`src/rtl/irm_pkg.sv`:
```
`timescale 1ns / 1ps
// ----------------------------------------------------------------------------
// irm_pkg - shared types and codes of the I2C register access master
// Command codes, byte count width and the word carried from the front end
// to the bus sequencer.
// ----------------------------------------------------------------------------
package irm_pkg;

   // command codes on the op field
   localparam logic [1:0] OP_TICK  = 2'd0;
   localparam logic [1:0] OP_WRITE = 2'd1;
   localparam logic [1:0] OP_READ  = 2'd2;

   // classified word kinds
   localparam logic [1:0] KIND_TICK  = 2'd0;
   localparam logic [1:0] KIND_WRITE = 2'd1;
   localparam logic [1:0] KIND_READ  = 2'd2;

   // byte counter width, covers counts up to seven
   localparam int BYTES_W = 3;

   localparam int ADDR_W = 7;
   localparam int DATA_W = 16;

   typedef struct packed {
      logic [1:0]         kind;
      logic [7:0]         reg_addr;
      logic [DATA_W-1:0]  write_data;
      logic [BYTES_W-1:0] count;
      logic               sda_in;
   } item_type;

endpackage

```
`src/rtl/irm_front.sv`:
```
`timescale 1ns / 1ps
// ----------------------------------------------------------------------------
// irm_front - request front end
// Accepts request words, decodes the command, clamps the byte count and
// holds the result in a two-entry queue for the bus sequencer.
// ----------------------------------------------------------------------------
module irm_front #(
   parameter int MAX_BYTES = 2
) (
   input  logic                         clock,
   input  logic                         reset,
   input  logic                         req_valid,
   output logic                         req_stall,
   input  logic [1:0]                   req_op,
   input  logic [7:0]                   req_reg_addr,
   input  logic [irm_pkg::DATA_W-1:0]   req_write_data,
   input  logic [1:0]                   req_byte_count,
   input  logic                         req_sda_in,
   output logic                         q_valid,
   output irm_pkg::item_type            q_item,
   input  logic                         q_pop
);

   irm_pkg::item_type q_mem_ff [2];
   irm_pkg::item_type item_in;
   logic       wr_ptr_ff, wr_ptr_in;
   logic       rd_ptr_ff, rd_ptr_in;
   logic [1:0] count_ff, count_in;
   logic       push;
   logic [irm_pkg::BYTES_W-1:0] bc_ext;

   // command decode and byte count clamp
   always_comb begin
      bc_ext = {{(irm_pkg::BYTES_W-2){1'b0}}, req_byte_count};
      item_in.reg_addr   = req_reg_addr;
      item_in.write_data = req_write_data;
      item_in.sda_in     = req_sda_in;
      unique case (req_op)
         irm_pkg::OP_WRITE: item_in.kind = irm_pkg::KIND_WRITE;
         irm_pkg::OP_READ:  item_in.kind = irm_pkg::KIND_READ;
         default:           item_in.kind = irm_pkg::KIND_TICK;
      endcase
      if (bc_ext == '0) begin
         item_in.count = irm_pkg::BYTES_W'(1);
      end else if (bc_ext > irm_pkg::BYTES_W'(MAX_BYTES)) begin
         item_in.count = irm_pkg::BYTES_W'(MAX_BYTES);
      end else begin
         item_in.count = bc_ext;
      end
   end

   // queue control
   assign req_stall = (count_ff == 2'd2);
   assign push      = req_valid && !req_stall;
   assign q_valid   = (count_ff != 2'd0);
   assign q_item    = q_mem_ff[rd_ptr_ff];

   always_comb begin
      wr_ptr_in = push ? ~wr_ptr_ff : wr_ptr_ff;
      rd_ptr_in = q_pop ? ~rd_ptr_ff : rd_ptr_ff;
      count_in  = count_ff;
      if (push && !q_pop) begin
         count_in = count_ff + 2'd1;
      end else if (!push && q_pop) begin
         count_in = count_ff - 2'd1;
      end
   end

   always_ff @(posedge clock) begin
      if (reset) begin
         wr_ptr_ff <= 1'b0;
         rd_ptr_ff <= 1'b0;
         count_ff  <= 2'd0;
      end else begin
         wr_ptr_ff <= wr_ptr_in;
         rd_ptr_ff <= rd_ptr_in;
         count_ff  <= count_in;
      end
   end

   // queue storage
   always_ff @(posedge clock) begin
      if (push) begin
         q_mem_ff[wr_ptr_ff] <= item_in;
      end
   end

endmodule

```
`src/rtl/irm_back.sv`:
```
`timescale 1ns / 1ps
// ----------------------------------------------------------------------------
// irm_back - bus sequencer
// Takes one queued word per step, advances the SCL/SDA line sequence by one
// phase and registers the response word.
// ----------------------------------------------------------------------------
module irm_back (
   input  logic                         clock,
   input  logic                         reset,
   input  logic                         csr_wr_en,
   input  logic [irm_pkg::ADDR_W-1:0]   csr_wr_data,
   input  logic                         q_valid,
   input  irm_pkg::item_type            q_item,
   output logic                         q_pop,
   output logic                         rsp_valid,
   input  logic                         rsp_stall,
   output logic                         rsp_scl,
   output logic                         rsp_sda_out,
   output logic                         rsp_sda_drive,
   output logic                         rsp_busy_res,
   output logic                         rsp_done_res,
   output logic                         rsp_nack_error,
   output logic [irm_pkg::DATA_W-1:0]   rsp_read_data
);

   // line phase codes
   localparam logic [3:0] PH_IDLE   = 4'd0;
   localparam logic [3:0] PH_TX_LO  = 4'd1;
   localparam logic [3:0] PH_TX_HI  = 4'd2;
   localparam logic [3:0] PH_ACK_LO = 4'd3;
   localparam logic [3:0] PH_ACK_HI = 4'd4;
   localparam logic [3:0] PH_RS_LO  = 4'd5;
   localparam logic [3:0] PH_RS_HI  = 4'd6;
   localparam logic [3:0] PH_RS_ST  = 4'd7;
   localparam logic [3:0] PH_RX_LO  = 4'd8;
   localparam logic [3:0] PH_RX_HI  = 4'd9;
   localparam logic [3:0] PH_MA_LO  = 4'd10;
   localparam logic [3:0] PH_MA_HI  = 4'd11;
   localparam logic [3:0] PH_SP_LO  = 4'd12;
   localparam logic [3:0] PH_SP_HI  = 4'd13;
   localparam logic [3:0] PH_SP_REL = 4'd14;

   // byte stage codes
   localparam logic [1:0] STG_ADDR_W = 2'd0;
   localparam logic [1:0] STG_REG    = 2'd1;
   localparam logic [1:0] STG_DATA   = 2'd2;
   localparam logic [1:0] STG_ADDR_R = 2'd3;

   localparam int BW = irm_pkg::BYTES_W;
   localparam int DW = irm_pkg::DATA_W;

   logic [irm_pkg::ADDR_W-1:0] dev_addr_ff;
   logic [3:0]    phase_ff, phase_in;
   logic [2:0]    bit_index_ff, bit_index_in;
   logic [BW-1:0] bytes_left_ff, bytes_left_in;
   logic          is_read_ff, is_read_in;
   logic [7:0]    reg_ptr_ff, reg_ptr_in;
   logic [DW-1:0] write_word_ff, write_word_in;
   logic [DW-1:0] read_word_ff, read_word_in;
   logic [7:0]    tx_byte_ff, tx_byte_in;
   logic [1:0]    tx_stage_ff, tx_stage_in;
   logic          scl_ff, scl_in;
   logic          sda_ff, sda_in;
   logic          drive_ff, drive_in;
   logic          done_ff, done_in;
   logic          nack_ff, nack_in;
   logic          rsp_valid_ff, rsp_valid_in;
   logic          step;
   logic          tx_bit;
   logic          master_nack;
   logic [BW-1:0] bl_dec;

   // data byte still to be sent, counted from the top byte down
   function automatic logic [7:0] data_byte(input logic [BW-1:0] left,
                                            input logic [DW-1:0] word);
      logic [1:0]  k;
      logic [31:0] wide;
      begin
         k    = (left == '0) ? 2'd0 : 2'(left - BW'(1));
         wide = {{(32-DW){1'b0}}, word};
         data_byte = wide[{k, 3'b000} +: 8];
      end
   endfunction

   // one step per queued word, whenever the response register is free
   assign step   = q_valid && (!rsp_valid_ff || !rsp_stall);
   assign q_pop  = step;
   assign tx_bit = tx_byte_ff[bit_index_ff];
   assign master_nack = !(bytes_left_ff > BW'(1));
   assign bl_dec = (bytes_left_ff == '0) ? bytes_left_ff : bytes_left_ff - BW'(1);

   // line sequencer
   always_comb begin
      phase_in      = phase_ff;
      bit_index_in  = bit_index_ff;
      bytes_left_in = bytes_left_ff;
      is_read_in    = is_read_ff;
      reg_ptr_in    = reg_ptr_ff;
      write_word_in = write_word_ff;
      read_word_in  = read_word_ff;
      tx_byte_in    = tx_byte_ff;
      tx_stage_in   = tx_stage_ff;
      scl_in        = scl_ff;
      sda_in        = sda_ff;
      drive_in      = drive_ff;
      done_in       = 1'b0;
      nack_in       = 1'b0;
      unique case (phase_ff)
         PH_IDLE: begin
            if (q_item.kind == irm_pkg::KIND_WRITE || q_item.kind == irm_pkg::KIND_READ) begin
               is_read_in    = (q_item.kind == irm_pkg::KIND_READ);
               reg_ptr_in    = q_item.reg_addr;
               write_word_in = q_item.write_data;
               bytes_left_in = q_item.count;
               read_word_in  = '0;
               scl_in = 1'b1; sda_in = 1'b0; drive_in = 1'b1;
               tx_stage_in   = STG_ADDR_W;
               tx_byte_in    = {dev_addr_ff, 1'b0};
               bit_index_in  = 3'd7;
               phase_in      = PH_TX_LO;
            end
         end
         PH_TX_LO: begin
            scl_in = 1'b0; sda_in = tx_bit; drive_in = 1'b1;
            phase_in = PH_TX_HI;
         end
         PH_TX_HI: begin
            scl_in = 1'b1; sda_in = tx_bit; drive_in = 1'b1;
            if (bit_index_ff == 3'd0) begin
               phase_in = PH_ACK_LO;
            end else begin
               bit_index_in = bit_index_ff - 3'd1;
               phase_in     = PH_TX_LO;
            end
         end
         PH_ACK_LO: begin
            scl_in = 1'b0; sda_in = 1'b1; drive_in = 1'b0;
            phase_in = PH_ACK_HI;
         end
         PH_ACK_HI: begin
            scl_in = 1'b1; sda_in = 1'b1; drive_in = 1'b0;
            if (q_item.sda_in) begin
               // target did not acknowledge: abort
               done_in  = 1'b1;
               nack_in  = 1'b1;
               phase_in = PH_IDLE;
            end else begin
               case (tx_stage_ff)
                  STG_ADDR_W: begin
                     tx_stage_in  = STG_REG;
                     tx_byte_in   = reg_ptr_ff;
                     bit_index_in = 3'd7;
                     phase_in     = PH_TX_LO;
                  end
                  STG_REG: begin
                     if (is_read_ff) begin
                        phase_in = PH_RS_LO;
                     end else begin
                        tx_stage_in  = STG_DATA;
                        tx_byte_in   = data_byte(bytes_left_ff, write_word_ff);
                        bit_index_in = 3'd7;
                        phase_in     = PH_TX_LO;
                     end
                  end
                  STG_DATA: begin
                     bytes_left_in = bl_dec;
                     if (bl_dec != '0) begin
                        tx_stage_in  = STG_DATA;
                        tx_byte_in   = data_byte(bl_dec, write_word_ff);
                        bit_index_in = 3'd7;
                        phase_in     = PH_TX_LO;
                     end else begin
                        phase_in = PH_SP_LO;
                     end
                  end
                  default: begin
                     bit_index_in = 3'd7;
                     phase_in     = PH_RX_LO;
                  end
               endcase
            end
         end
         PH_RS_LO: begin
            scl_in = 1'b0; sda_in = 1'b1; drive_in = 1'b0;
            phase_in = PH_RS_HI;
         end
         PH_RS_HI: begin
            scl_in = 1'b1; sda_in = 1'b1; drive_in = 1'b0;
            phase_in = PH_RS_ST;
         end
         PH_RS_ST: begin
            // repeated start, then address with read bit
            scl_in = 1'b1; sda_in = 1'b0; drive_in = 1'b1;
            tx_stage_in  = STG_ADDR_R;
            tx_byte_in   = {dev_addr_ff, 1'b1};
            bit_index_in = 3'd7;
            phase_in     = PH_TX_LO;
         end
         PH_RX_LO: begin
            scl_in = 1'b0; sda_in = 1'b1; drive_in = 1'b0;
            phase_in = PH_RX_HI;
         end
         PH_RX_HI: begin
            scl_in = 1'b1; sda_in = 1'b1; drive_in = 1'b0;
            read_word_in = {read_word_ff[DW-2:0], q_item.sda_in};
            if (bit_index_ff == 3'd0) begin
               phase_in = PH_MA_LO;
            end else begin
               bit_index_in = bit_index_ff - 3'd1;
               phase_in     = PH_RX_LO;
            end
         end
         PH_MA_LO: begin
            scl_in = 1'b0; sda_in = master_nack; drive_in = 1'b1;
            phase_in = PH_MA_HI;
         end
         PH_MA_HI: begin
            scl_in = 1'b1; sda_in = master_nack; drive_in = 1'b1;
            if (!master_nack) begin
               bytes_left_in = bytes_left_ff - BW'(1);
               bit_index_in  = 3'd7;
               phase_in      = PH_RX_LO;
            end else begin
               phase_in = PH_SP_LO;
            end
         end
         PH_SP_LO: begin
            scl_in = 1'b0; sda_in = 1'b0; drive_in = 1'b1;
            phase_in = PH_SP_HI;
         end
         PH_SP_HI: begin
            scl_in = 1'b1; sda_in = 1'b0; drive_in = 1'b1;
            phase_in = PH_SP_REL;
         end
         PH_SP_REL: begin
            // stop condition
            scl_in = 1'b1; sda_in = 1'b1; drive_in = 1'b0;
            done_in  = 1'b1;
            phase_in = PH_IDLE;
         end
         default: begin
            scl_in = 1'b1; sda_in = 1'b1; drive_in = 1'b0;
            phase_in = PH_IDLE;
         end
      endcase
   end

   // response valid: set on a step, cleared once taken
   always_comb begin
      rsp_valid_in = rsp_valid_ff;
      if (step) begin
         rsp_valid_in = 1'b1;
      end else if (!rsp_stall) begin
         rsp_valid_in = 1'b0;
      end
   end

   // sequencer state, which doubles as the response register
   always_ff @(posedge clock) begin
      if (reset) begin
         phase_ff      <= PH_IDLE;
         bit_index_ff  <= 3'd0;
         bytes_left_ff <= '0;
         is_read_ff    <= 1'b0;
         reg_ptr_ff    <= 8'd0;
         write_word_ff <= '0;
         read_word_ff  <= '0;
         tx_byte_ff    <= 8'd0;
         tx_stage_ff   <= STG_ADDR_W;
         scl_ff        <= 1'b1;
         sda_ff        <= 1'b1;
         drive_ff      <= 1'b0;
         done_ff       <= 1'b0;
         nack_ff       <= 1'b0;
         rsp_valid_ff  <= 1'b0;
      end else begin
         rsp_valid_ff <= rsp_valid_in;
         if (step) begin
            phase_ff      <= phase_in;
            bit_index_ff  <= bit_index_in;
            bytes_left_ff <= bytes_left_in;
            is_read_ff    <= is_read_in;
            reg_ptr_ff    <= reg_ptr_in;
            write_word_ff <= write_word_in;
            read_word_ff  <= read_word_in;
            tx_byte_ff    <= tx_byte_in;
            tx_stage_ff   <= tx_stage_in;
            scl_ff        <= scl_in;
            sda_ff        <= sda_in;
            drive_ff      <= drive_in;
            done_ff       <= done_in;
            nack_ff       <= nack_in;
         end
      end
   end

   // device address register
   always_ff @(posedge clock) begin
      if (reset) begin
         dev_addr_ff <= irm_pkg::ADDR_W'(72);
      end else if (csr_wr_en) begin
         dev_addr_ff <= csr_wr_data;
      end
   end

   assign rsp_valid      = rsp_valid_ff;
   assign rsp_scl        = scl_ff;
   assign rsp_sda_out    = sda_ff;
   assign rsp_sda_drive  = drive_ff;
   assign rsp_busy_res   = (phase_ff != PH_IDLE);
   assign rsp_done_res   = done_ff;
   assign rsp_nack_error = nack_ff;
   assign rsp_read_data  = read_word_ff;

endmodule

```
`src/rtl/i2c_register_access_master_core.sv`:
```
`timescale 1ns / 1ps
// An accepted word is written into the two-entry queue and then taken by the
// sequencer, which registers its response word; words queued ahead and a stall
// on the response hold it back, and while a pending response stalls no word is taken.
// Throughput otherwise one word per clock cycle, set by the single-step sequencer.
// Reset: synchronous, active high; clears the queue, returns the bus to idle
// with SCL high and SDA released, and loads the device address with 72.
// ----------------------------------------------------------------------------
// i2c_register_access_master_core - I2C register read/write master
// Front end decodes and queues request words; the back end steps the bus
// one line phase per word and returns one response word for each.
// ----------------------------------------------------------------------------
module i2c_register_access_master_core #(
   parameter int MAX_BYTES = 2
) (
   input  logic                        clock,
   input  logic                        reset,
   input  logic                        csr_wr_en,
   input  logic [irm_pkg::ADDR_W-1:0]  csr_wr_data,
   input  logic                        req_valid,
   output logic                        req_stall,
   input  logic [1:0]                  req_op,
   input  logic [7:0]                  req_reg_addr,
   input  logic [irm_pkg::DATA_W-1:0]  req_write_data,
   input  logic [1:0]                  req_byte_count,
   input  logic                        req_sda_in,
   output logic                        rsp_valid,
   input  logic                        rsp_stall,
   output logic                        rsp_scl,
   output logic                        rsp_sda_out,
   output logic                        rsp_sda_drive,
   output logic                        rsp_busy_res,
   output logic                        rsp_done_res,
   output logic                        rsp_nack_error,
   output logic [irm_pkg::DATA_W-1:0]  rsp_read_data
);

   logic              q_valid;
   logic              q_pop;
   irm_pkg::item_type q_item;

   // request decode and queue
   irm_front #(
      .MAX_BYTES (MAX_BYTES)
   ) u_front (
      .clock          (clock),
      .reset          (reset),
      .req_valid      (req_valid),
      .req_stall      (req_stall),
      .req_op         (req_op),
      .req_reg_addr   (req_reg_addr),
      .req_write_data (req_write_data),
      .req_byte_count (req_byte_count),
      .req_sda_in     (req_sda_in),
      .q_valid        (q_valid),
      .q_item         (q_item),
      .q_pop          (q_pop)
   );

   // bus sequencer and response register
   irm_back u_back (
      .clock          (clock),
      .reset          (reset),
      .csr_wr_en      (csr_wr_en),
      .csr_wr_data    (csr_wr_data),
      .q_valid        (q_valid),
      .q_item         (q_item),
      .q_pop          (q_pop),
      .rsp_valid      (rsp_valid),
      .rsp_stall      (rsp_stall),
      .rsp_scl        (rsp_scl),
      .rsp_sda_out    (rsp_sda_out),
      .rsp_sda_drive  (rsp_sda_drive),
      .rsp_busy_res   (rsp_busy_res),
      .rsp_done_res   (rsp_done_res),
      .rsp_nack_error (rsp_nack_error),
      .rsp_read_data  (rsp_read_data)
   );

endmodule
```
`config.mk`:
```
export PLATFORM = sky130hd
export DESIGN_NAME = i2c_register_access_master_core
export DESIGN_NICKNAME = d
export VERILOG_FILES = /design/src/rtl/irm_pkg.sv /design/src/rtl/irm_front.sv /design/src/rtl/irm_back.sv /design/src/rtl/i2c_register_access_master_core.sv
export SDC_FILE = /design/constraint.sdc
export NUM_CORES = 1
export LEC_CHECK = 0
export BUFFER_PORTS_ARGS = -buffer_cell sky130_fd_sc_hd__clkbuf_2
export CORE_UTILIZATION = 40
export CTS_CLUSTER_DIAMETER = 80
export CTS_CLUSTER_SIZE = 25
export DETAILED_ROUTE_END_ITERATION = 7
export GPL_ROUTABILITY_DRIVEN = 0
export PLACE_DENSITY = 0.58
export SLEW_MARGIN = 10
export SYNTH_ARGS = -nofsm -noshare
export SYNTH_HDL_FRONTEND = slang
export SYNTH_SLANG_ARGS = --single-unit
```
`constraint.sdc`:
```
create_clock -name clock -period 3 [get_ports clock]
set_input_delay 0.15 -clock clock [delete_from_list [all_inputs] [get_ports clock]]
set_output_delay 0.15 -clock clock [all_outputs]
set_load 0.01 [all_outputs]
```
* Word-level counts from Yosys, hierarchy flattened *
Memory sizes are Yosys's and may differ from the RTL's. A register that Yosys moved wholly into a read port is not among the register bits.
Cells that the tools add are included.

cells by class
  reductions and logical operators = 38
  shifts and indexed selects = 2
  bitwise gates (word level) = 2
  magnitude comparators = 3
  multiplexer cells = 60
  add/sub/neg operators = 5
  equality and inequality tests = 30

operators with widths
  kind                  count
  $shiftx A32 B6 Y8     2
  $pmux W4 S14          1
  $pmux W8 S3           2
  $mux W3               14
  $mux W8               4
  $pmux W16 S2          1
  $eq A4 B4 Y1 const B  7
  $mux W2               11
  $eq A4 B3 Y1 const B  4
  $mux W16              1
  $pmux W3 S5           1
  $mux W4               3
  $pmux W2 S3           2
  $pmux W4 S3           1
  $mux W1               11
  $logic_not A3 Y1      3
  $pmux W3 S3           1
  $reduce_bool A3 Y1    3
  $eq A2 B2 Y1 const B  4
  $eq A4 B2 Y1 const B  2
  $ne A2 B1 Y1 const B  4
  $reduce_and A8 Y1     1
  $reduce_and A7 Y1     1
  $reduce_or A7 Y1      1
  other kinds (32)      55

storage, ports and cells
  input bits = 41
  output and inout bits = 24
  logic and storage cells = 160
  memory bits (writable) = 60
  flip-flop bits (word level) = 78
  memories kept = 1

memory list
  name              depth  bits a word  rd ports  clocked after Yosys merged registers in  write ports  RTL line         text
  u_front.q_mem_ff  2      30           1         1                                        1            irm_front.sv:24  irm_pkg::item_type q_mem_ff [2];

* Depth between registers and ports, before layout *
Gate-level depths: netlist of run 1.

  word-level depth = 9
  gate-level depth with buffers = 10
  gate-level depth less buffers = 10

* Cells and area by module *
Synthesis of run 1 repeated with hierarchy kept, for this count alone.

second synthesis, totals
  cells, all modules = 556
  area total of the unflattened synthesis = 6134.6 sq um

modules (own cells, without submodules)
  module     area an instance (sq um)  instances  sequential area each (sq um)  cells each
  irm_back   3794.9                    1          1481.4                        435
  irm_front  2339.7                    1          1841.8                        121

* Worst setup path after synthesis of run 1 *
OpenSTA, ideal clock, no wires.

  kind = reg2reg
  start point = register with a tool-made name
  end point = register u_back.tx_stage_ff[0]
  arrival = 2.925 ns
  data required time = 2.868 ns
  clock period less this slack = 3.056 ns
  buffers on the path = 2
  path slack = -0.056 ns
  setup time = 0.132 ns
  cell stages (with the launch flop) = 9
  cells stage by stage = dfxtp_1 -> buf_2 -> buf_1 -> mux2_2 -> ha_1 -> a221o_1 -> or3_1 -> a2111oi_0 -> nor3_1

RTL lines
  what                    RTL line         text
  end signal: assignment  irm_back.sv:287  tx_stage_ff <= tx_stage_in;
  end: declaration        irm_back.sv:61   logic [1:0] tx_stage_ff, tx_stage_in;

* Worst setup path after layout of run 1 *
  start point = register u_back.bytes_left_ff[0]
  end point = register u_back.tx_byte_ff[5]

on the way
  word-level cells in the longest chain between the ends = 9
  elaborated cells on any way between the ends = 17
  those cells by class = add/sub (2); eq/ne (1); shift (2); mux (8); reduce/logical (4)

ends and longest elaborated chain
  what                                                      RTL line                        text
  start: declaration                                        irm_back.sv:55                  logic [BW-1:0] bytes_left_ff, bytes_left_in;
  start signal: assignment                                  irm_back.sv:281                 bytes_left_ff <= bytes_left_in;
  $sub A3 B1 Y3 / $logic_not A3 Y1 (equally long branches)  irm_back.sv:90, irm_back.sv:79
  $mux W3                                                   irm_back.sv:90                  assign bl_dec = (bytes_left_ff == '0) ? bytes_left_ff : bytes_left_ff - BW'(1);
  $sub A2 B1 Y2 / $logic_not A3 Y1 (equally long branches)  irm_back.sv:79                  k = (left == '0) ? 2'd0 : 2'(left - BW'(1));
  $mux W2                                                   irm_back.sv:79
  $shiftx A32 B6 Y8                                         irm_back.sv:81                  data_byte = wide[{k, 3'b000} +: 8];
  $mux W8                                                   irm_back.sv:167                 if (bl_dec != '0) begin
  $pmux W8 S3                                               irm_back.sv:148                 case (tx_stage_ff)
  $mux W8                                                   irm_back.sv:142                 if (q_item.sda_in) begin
  $pmux W8 S3                                               irm_back.sv:108                 unique case (phase_ff)
  end signal: assignment                                    irm_back.sv:286                 tx_byte_ff <= tx_byte_in;
  end: declaration                                          irm_back.sv:60                  logic [7:0] tx_byte_ff, tx_byte_in;

Parallel ways exist; a longest one is shown, timed or not. The select of a mux whose other input is x is not followed.
A chain may end at the register's enable or synchronous reset.

==> results of run 1 <==
## stage by stage
stage	total power, mW	util [%]	cells	setup WS [ns]
2_1_floorplan	4.11	-	557	0.149
3_3_place_gp	4.59	44.6	779	0.176
3_5_place_dp	4.64	44.6	779	0.00790
4_1_cts	6.68	50.6	843	0.00561
5_1_grt	7.05	50.8	843	0.00652
6_report	6.64	50.8	843	0.170
## synth_stat cells (all sizes together), types with 2 or more instances
| library cell | number | area share, % |
|---|---|---|
| a2111oi | 2 | 0.31 |
| a211oi | 32 | 4.0 |
| a21oi | 39 | 3.4 |
| a221oi | 3 | 0.43 |
| a22oi | 6 | 0.74 |
| a311oi | 2 | 0.29 |
| a31oi | 3 | 0.31 |
| a41oi | 2 | 0.29 |
| and2 | 2 | 0.21 |
| and3 | 6 | 0.62 |
| buf | 17 | 1.4 |
| clkbuf | 20 | 1.2 |
| dfxtp | 79 | 26 |
| edfxtp | 58 | 29 |
| ha | 12 | 2.5 |
| inv | 14 | 0.87 |
| mux2 | 10 | 1.9 |
| mux2i | 36 | 6.0 |
| mux4 | 2 | 0.74 |
| nand2 | 39 | 2.4 |
| nand2b | 11 | 1.1 |
| nand3 | 30 | 2.5 |
| nand3b | 4 | 0.50 |
| nor2 | 51 | 3.2 |
| nor2b | 5 | 0.52 |
| nor3 | 5 | 0.50 |
| nor3b | 6 | 0.74 |
| nor4 | 2 | 0.56 |
| nor4b | 2 | 0.50 |
| o21ai | 10 | 0.83 |
| o221ai | 5 | 0.72 |
| o22ai | 4 | 0.41 |
| o31a | 2 | 0.29 |
| o41ai | 2 | 0.60 |
| or3 | 6 | 0.62 |
| or3b | 2 | 0.29 |
| or4b | 2 | 0.33 |
| xor2 | 6 | 0.87 |
## area by class of cell
class	count	area [um^2]	area share [%]
Clock inverter	12	115	1.55
Multi-Input combinational cell	368	2540	34.2
Inverter	15	56.3	0.756
Timing Repair Buffer	107	729	9.80
Tap cell	184	230	3.09
Clock buffer	20	447	6.00
Sequential cell	137	3320	44.6
## path summary, 6_finish.rpt
path,startpoint,end,slack [ns]
setup / recovery,u_back.bytes_left_ff[0]$_SDFFE_PP0P_,u_back.tx_byte_ff[5]$_SDFFE_PP0P_,0.17
hold / removal,csr_wr_data[5],u_back.dev_addr_ff[5]$_SDFFE_PP0P_,0.02
setup reg to reg,u_back.bytes_left_ff[0]$_SDFFE_PP0P_,u_back.tx_byte_ff[5]$_SDFFE_PP0P_,0.17
hold reg to reg,u_back.rsp_read_data[2]$_SDFFE_PP0P_,u_back.rsp_read_data[3]$_SDFFE_PP0P_,0.46
## worst max-delay path, cell delays in order (launching register included)
cell and delay (ns):
sky130_fd_sc_hd__dfxtp_1 0.34, sky130_fd_sc_hd__inv_1 0.16, sky130_fd_sc_hd__ha_2 0.25, sky130_fd_sc_hd__nor2b_4 0.19
sky130_fd_sc_hd__inv_1 0.11, sky130_fd_sc_hd__ha_4 0.30, sky130_fd_sc_hd__nand2_2 0.09, sky130_fd_sc_hd__o41ai_4 0.43
sky130_fd_sc_hd__buf_6 0.19, sky130_fd_sc_hd__mux2_2 0.33, sky130_fd_sc_hd__a22oi_1 0.17, sky130_fd_sc_hd__o221ai_1 0.14
## cell families after synthesis
logic type	Yosys count	share of synthesized area, %
buffers and inverters	52	3.62
and+or+nand+nor	177	15.1
muxes	48	8.56
xor gates and xnor gates	7	1.01
AOI/OAI and AO/OA	124	14.3
adders and majority gates	12	2.48
DFF	137	54.9
## flip-flops by register name (all words and copies together) (netlist names), 2 cells and up, named ones only
register,flops
u_back.rsp_read_data,16
u_back.bit_index_ff,3
u_back.write_word_ff,16
u_back.phase_ff,4
u_back.tx_stage_ff,2
u_back.dev_addr_ff,7
u_back.tx_byte_ff,8
u_back.bytes_left_ff,3
u_front.count_ff,2
u_back.reg_ptr_ff,8
u_front.q_mem_ff,58
## power groups by stage
stage,clock (mW),combinational (mW),sequential [mW]
floorplan,0,1.55,2.56
global placement,0,1.94,2.66
detailed placement,0,1.98,2.66
CTS,2.03,2.02,2.62
global route,2.11,2.27,2.67
finish,1.98,2.04,2.62
## cells in the final DEF (no fill, tap or decap), types with 11 or more instances in the layout
master                          Yosys  layout
sky130_fd_sc_hd__dfxtp_1           79      78
sky130_fd_sc_hd__clkbuf_2           0      63
sky130_fd_sc_hd__edfxtp_1          58      58
sky130_fd_sc_hd__nor2_1            50      49
sky130_fd_sc_hd__nand2_1           39      38
sky130_fd_sc_hd__a21oi_1           38      38
sky130_fd_sc_hd__mux2i_1           36      36
sky130_fd_sc_hd__a211oi_1          32      32
sky130_fd_sc_hd__dlygate4sd3_1      0      32
sky130_fd_sc_hd__nand3_1           30      30
sky130_fd_sc_hd__clkbuf_16          0      17
sky130_fd_sc_hd__inv_1             14      14
sky130_fd_sc_hd__nand2b_1          11      11
sky130_fd_sc_hd__buf_4              0      11
## per-layer routing
metal / share of wire [%] / up-vias / wire length [um] / track usage (%)
li1: - / 2254 / - / -
met1: 46 / 2121 / 5840 / 21.7
met2: 50 / 93 / 6400 / 28.9
met3: 3.7 / 8 / 475 / 4.19
met4: 0.87 / 0 / 111 / 5.88
met5: 0 / - / 0 / 0
## what timing repair did
action	CTS	global route
hold buffers	32	0
endpoints found under the setup margin	0	8
endpoints found under the hold margin	60	0
resized for setup	0	6
==> reports/qor.tcl, run 1 <==
set qor(cts_buffer_depth) 2
set qor(yosysUniqueCellTypes) 65
set qor(tightestPinTransition_ns) 0.773
set qor(power.share.switching_pct) 33.6
set qor(power.leakage_nw) 2.74
set qor(pin_count) 65
set qor(cts_root_buf) {sky130_fd_sc_hd__clkbuf_16}
set qor(worst_setup_path_end_kind) {register}
set qor(drtIter0Drc) 289
set qor(max_freq_mhz) 353
set qor(antennaDiodeCount) 0
set qor(cp.arrival_ns) 3.11
set qor(global_route.overflow_total) 0
set qor(cp_data_required_time_ns) 3.28
set qor(synth-seq-cells) 137
set qor(period_share_pct) 94.3
set qor(finish.instance_area_um2) 7450
set qor(status) {finished clean}
set qor(whs_ns) 0.0232
set qor(route.detailed.wl_per_inst_um) 15.2
set qor(cts-buffers-inserted) 17
set qor(finalSetupViolCount) 0
set qor(clockPowerShare_pct) 29.8
set qor(syn-cell-area_um2) 6050
set qor(dieWidth_um) 125
set qor(grt_setup_unrepaired) {false}
set qor(dr.pass1.iters) 4
set qor(synth_async_sr_flop_share_pct) 0
set qor(drc_errors) 0
set qor(cts_tree) {built}
set qor(dr_total_vias) 4476
set qor(vias_per_cell) 5.31
set qor(power.density_cell_area_nw_per_um2) 892
set qor(antenna_left) 0
set qor(grt_first_pass_wirelength_mm) 21.4
set qor(min_path_type) {input pin to register}
set qor(setup.worst_path.class) {register to register}
set qor(post_cts_buffers) 0
set qor(worst_clock_skew_ns) 0.00990
set qor(drive_gt1_share_pct) 20.8
set qor(finish.net_count) 699
set qor(syn-num-nets) 610
set qor(clk_latency_ns) 0.41
set qor(dp_hpwl_mm) 8.62
set qor(grt_pass1_vias) 4329
set qor(grtUsageTotal_pct) 17.2
set qor(relSlewSlack_pct) 48.3
set qor(grt_antenna_before_repair) 0
set qor(timing.final.hold_violations) 0
set qor(fin_tns_setup_ns) 0
set qor(placedInstanceArea_um2) 6540
set qor(maxCapViolCount) 0
set qor(vertical_extent_of_the_die_um) 125
set qor(synth_enable_flop_cells) 58
set qor(power.combinational.fraction_pct) 30.7
set qor(clk_pin_slew_worst_paths_ns) 0.06
set qor(dieArea_um2) 15600
set qor(floorplan.initialDensity_pct) 41.3
set qor(report.final.slew_viol_count) 0
set qor(area.growth.synth_to_final_pct) 23.0
set qor(cts_sinks) 137
set qor(port-buffer-count) 63
set qor(cp_max_fo) 6
set qor(layout.filler_cells) 1317
set qor(portion_of_the_post_synthesis_area_used_by_sequential_elements_pct) 54.9
set qor(totalWireLength_mm) 12.8
set qor(postSynthCellCount) 557
set qor(peakVddDrop_v) 0.000478
set qor(power.net_switching_mw) 2.23
set qor(syn_warnings) 0
set qor(reg2regPathDepth) 11
set qor(synth_area_per_cell_um2) 10.9
set qor(yosys_most_used_dff) {sky130_fd_sc_hd__dfxtp_1}
set qor(coreArea_um2) 14600
set qor(startpoint_type) {register}
set qor(holdPathStages) 3
set qor(cts-htree-levels) 4
set qor(grt_start_max_net_pins) 51
set qor(intPower_mw) 4.41
set qor(core.rowCount) 44
set qor(finalCriticalPeriod_ns) 2.83
set qor(flop_pwr_share_pct) 39.4
Power figures use the tool's default switching activity.
==> inputs of run 2 (changes only) <==
Settings changed: RECOVER_POWER set to 100.
==> run 2 against run 1 <==
The run now ends with max-capacitance violations, max-slew violations left. Sequential power about the same. Sequential cell count unchanged. Combinational power hardly changed. Routed wire length increased by 0.15%. Worst setup slack improved by 0.027 ns. Largest power group unchanged.
==> reports/qor.tcl, run 2 (same netlist as run 1, synthesis figures left out) <==
set qor(dieWidth_um) 125 ;# unchanged
set qor(drtIter0Drc) 332 ;# +15%
set qor(coreArea_um2) 14600 ;# unchanged
set qor(vertical_extent_of_the_die_um) 125 ;# unchanged
set qor(fin_cells) 843 ;# unchanged
set qor(grt_setup_unrepaired) {false}
set qor(holdPathStages) 3 ;# unchanged
set qor(max_freq_mhz) 357 ;# +0.95%
set qor(timing.hold.worst_endpoint) {u_back.dev_addr_ff[5]$_SDFFE_PP0P_}
set qor(peakVddDrop_v) 0.000478 ;# about the same
set qor(core.rowCount) 44 ;# unchanged
set qor(vias_per_cell) 5.31 ;# about the same
set qor(flip_flop_count_of_the_largest_register_all_copies_and_words_added) 58 ;# unchanged
set qor(power.density_cell_area_nw_per_um2) 899 ;# +0.76%
set qor(power_mw) 6.62 ;# -0.34%
set qor(cp_data_required_time_ns) 3.27 ;# about the same
set qor(report.final.slew_viol_count) 60 ;# +60
set qor(area.growth.synth_to_final_pct) 21.7
set qor(period_share_pct) 93.5 ;# -0.88 points
set qor(worst_clock_skew_ns) 0.00929 ;# -0.000614 ns
set qor(worstHoldStart) {csr_wr_data[5]}
set qor(worst_r2r_startpoint) {u_back.bytes_left_ff[0]$_SDFFE_PP0P_}
set qor(status) {complete, but fails checks}
set qor(cts_tree) {built}
set qor(route.detailed.wl_per_inst_um) 15.2 ;# +0.15%
set qor(startpoint_type) {register}
set qor(grt_first_pass_wirelength_mm) 21.4 ;# unchanged
set qor(clk_pin_slew_worst_paths_ns) 0.06 ;# about the same
set qor(dieArea_um2) 15600 ;# unchanged
set qor(clk_latency_ns) 0.41 ;# about the same
set qor(relSlewSlack_pct) -13.0 ;# -61 points
set qor(cts_buffer_depth) 2 ;# unchanged
set qor(cts_sinks) 137 ;# unchanged
set qor(mostFrequentLayoutCell) {sky130_fd_sc_hd__dfxtp_1}
set qor(timing.rr.end) {u_back.tx_byte_ff[5]$_SDFFE_PP0P_}
set qor(cp_max_fo) 6 ;# unchanged
set qor(largest-register) {u_front.q_mem_ff}
set qor(dpl.cell_count) 779 ;# unchanged
set qor(cp.arrival_ns) 3.08 ;# -0.03 ns
set qor(floorplan.initialDensity_pct) 41.3 ;# unchanged
set qor(grt_antenna_before_repair) 0 ;# unchanged
set qor(antennaDiodeCount) 0 ;# unchanged
set qor(violations) {max-capacitance violations, max-slew violations}
set qor(antenna_left) 0 ;# unchanged
set qor(grtUsageTotal_pct) 17.2 ;# unchanged
set qor(totalWireLength_mm) 12.8 ;# +0.15%
set qor(power.leakage_nw) 2.61 ;# -4.9%
set qor(drive_gt1_share_pct) 14.3 ;# -6.5 points
set qor(grt_pass1_vias) 4329 ;# unchanged
set qor(timing.final.hold_violations) 0 ;# unchanged
set qor(dp_hpwl_mm) 8.62 ;# unchanged
set qor(finish.net_count) 699 ;# unchanged
set qor(setup.worst_path.class) {register to register}
set qor(min_path_type) {input pin to register}
set qor(maxCapViolCount) 2 ;# +2
set qor(cts-buffers-inserted) 17 ;# unchanged
set qor(finalSetupViolCount) 0 ;# unchanged
set qor(dr_total_vias) 4479 ;# +0.067%
set qor(tightestPinTransition_ns) 1.69 ;# +0.922 ns
set qor(drc_errors) 0 ;# unchanged
set qor(port-buffer-count) 63 ;# unchanged
set qor(pin_count) 65 ;# unchanged
set qor(global_route.overflow_total) 0 ;# unchanged
set qor(whs_ns) 0.0244 ;# +0.00123 ns
set qor(finalCriticalPeriod_ns) 2.80 ;# -0.0265 ns
set qor(post_cts_buffers) 0 ;# unchanged
set qor(cts-htree-levels) 4 ;# unchanged
set qor(post_layout_utilization_of_the_core_pct) 50.3 ;# -0.56 points
set qor(dr.pass1.iters) 6 ;# +2
set qor(worst_setup_path_end_kind) {register}
set qor(reg2regPathDepth) 11 ;# unchanged
set qor(mostFrequentLayoutCells) {78 x sky130_fd_sc_hd__dfxtp_1, 58 x sky130_fd_sc_hd__edfxtp_1, 49 x sky130_fd_sc_hd__nor2_1, 42 x sky130_fd_sc_hd__clkbuf_1}
set qor(fin_tns_setup_ns) 0 ;# unchanged
set qor(grt_start_max_net_pins) 51 ;# unchanged
set qor(regToRegSetupSlack_ns) 0.20 ;# +0.03 ns
set qor(cts_root_buf) {sky130_fd_sc_hd__clkbuf_16}
-- run 2: per-stage QoR --
step	cell area (um^2)	setup slack, ns
2_1_floorplan	6050	0.149
3_3_place_gp	6540	0.176
3_5_place_dp	6540	0.00790
4_1_cts	7420	0.00561
5_1_grt	7360	0.0190
6_report	7360	0.196
-- run 2: final cells by class --
class | count | area (um^2)
inverter | 15 | 56.3
sequential | 137 | 3320
multi-input combinational | 368 | 2520
fill | 1343 | 7280
clock inverter | 12 | 115
tap | 184 | 230
timing repair buffer | 107 | 667
clock buffer | 20 | 447
-- run 2: routing by layer --
layer	global-route usage [%]	share of wire (%)	wire, um	vias to the layer above
met3	4.19	3.1	404	8
met4	5.88	0.86	111	0
met2	28.9	50	6390	71
met5	0	0	0	-
met1	21.7	46	5930	2141
li1	-	-	-	2259
-- run 2: worst max path at each step --
stage / cells past startpoint / slack [ns] / start / to
floorplan: 8 / 0.15 / register / u_back.tx_stage_ff[0]$_SDFFE_PP0P_
global placement: 11 / 0.18 / u_back.bytes_left_ff[0]$_SDFFE_PP0P_ / u_back.tx_byte_ff[7]$_SDFFE_PP0P_
detailed placement: 11 / 0.008 / u_back.bytes_left_ff[0]$_SDFFE_PP0P_ / u_back.tx_byte_ff[7]$_SDFFE_PP0P_
CTS: 11 / 0.006 / u_back.bytes_left_ff[0]$_SDFFE_PP0P_ / u_back.tx_byte_ff[5]$_SDFFE_PP0P_
global route: 11 / 0.02 / u_back.bytes_left_ff[0]$_SDFFE_PP0P_ / u_back.tx_byte_ff[3]$_SDFFE_PP0P_
finish: 11 / 0.20 / u_back.bytes_left_ff[0]$_SDFFE_PP0P_ / u_back.tx_byte_ff[5]$_SDFFE_PP0P_
-- run 2: power breakdown --
part / switching, mW / internal, mW
Combinational: 1.17 / 0.844
Sequential: 0.253 / 2.37
Clock: 0.805 / 1.17
-- run 2: worst max-delay path, cell delays in order, from the launching register on --
cell and delay, ns:
sky130_fd_sc_hd__dfxtp_1 0.34, sky130_fd_sc_hd__inv_1 0.16, sky130_fd_sc_hd__ha_2 0.24, sky130_fd_sc_hd__nor2b_4 0.19, sky130_fd_sc_hd__inv_1 0.11, sky130_fd_sc_hd__ha_4 0.30, sky130_fd_sc_hd__nand2_2 0.09, sky130_fd_sc_hd__o41ai_4 0.42
sky130_fd_sc_hd__buf_6 0.19, sky130_fd_sc_hd__mux2_2 0.33, sky130_fd_sc_hd__a22oi_1 0.17, sky130_fd_sc_hd__o221ai_1 0.14
-- run 2: repair_timing --
item,4_1_cts,5_1_grt
hold buffers,32,0
endpoints found under the setup margin,0,8
hold endpoints to repair,60,0
gates resized for setup,0,6
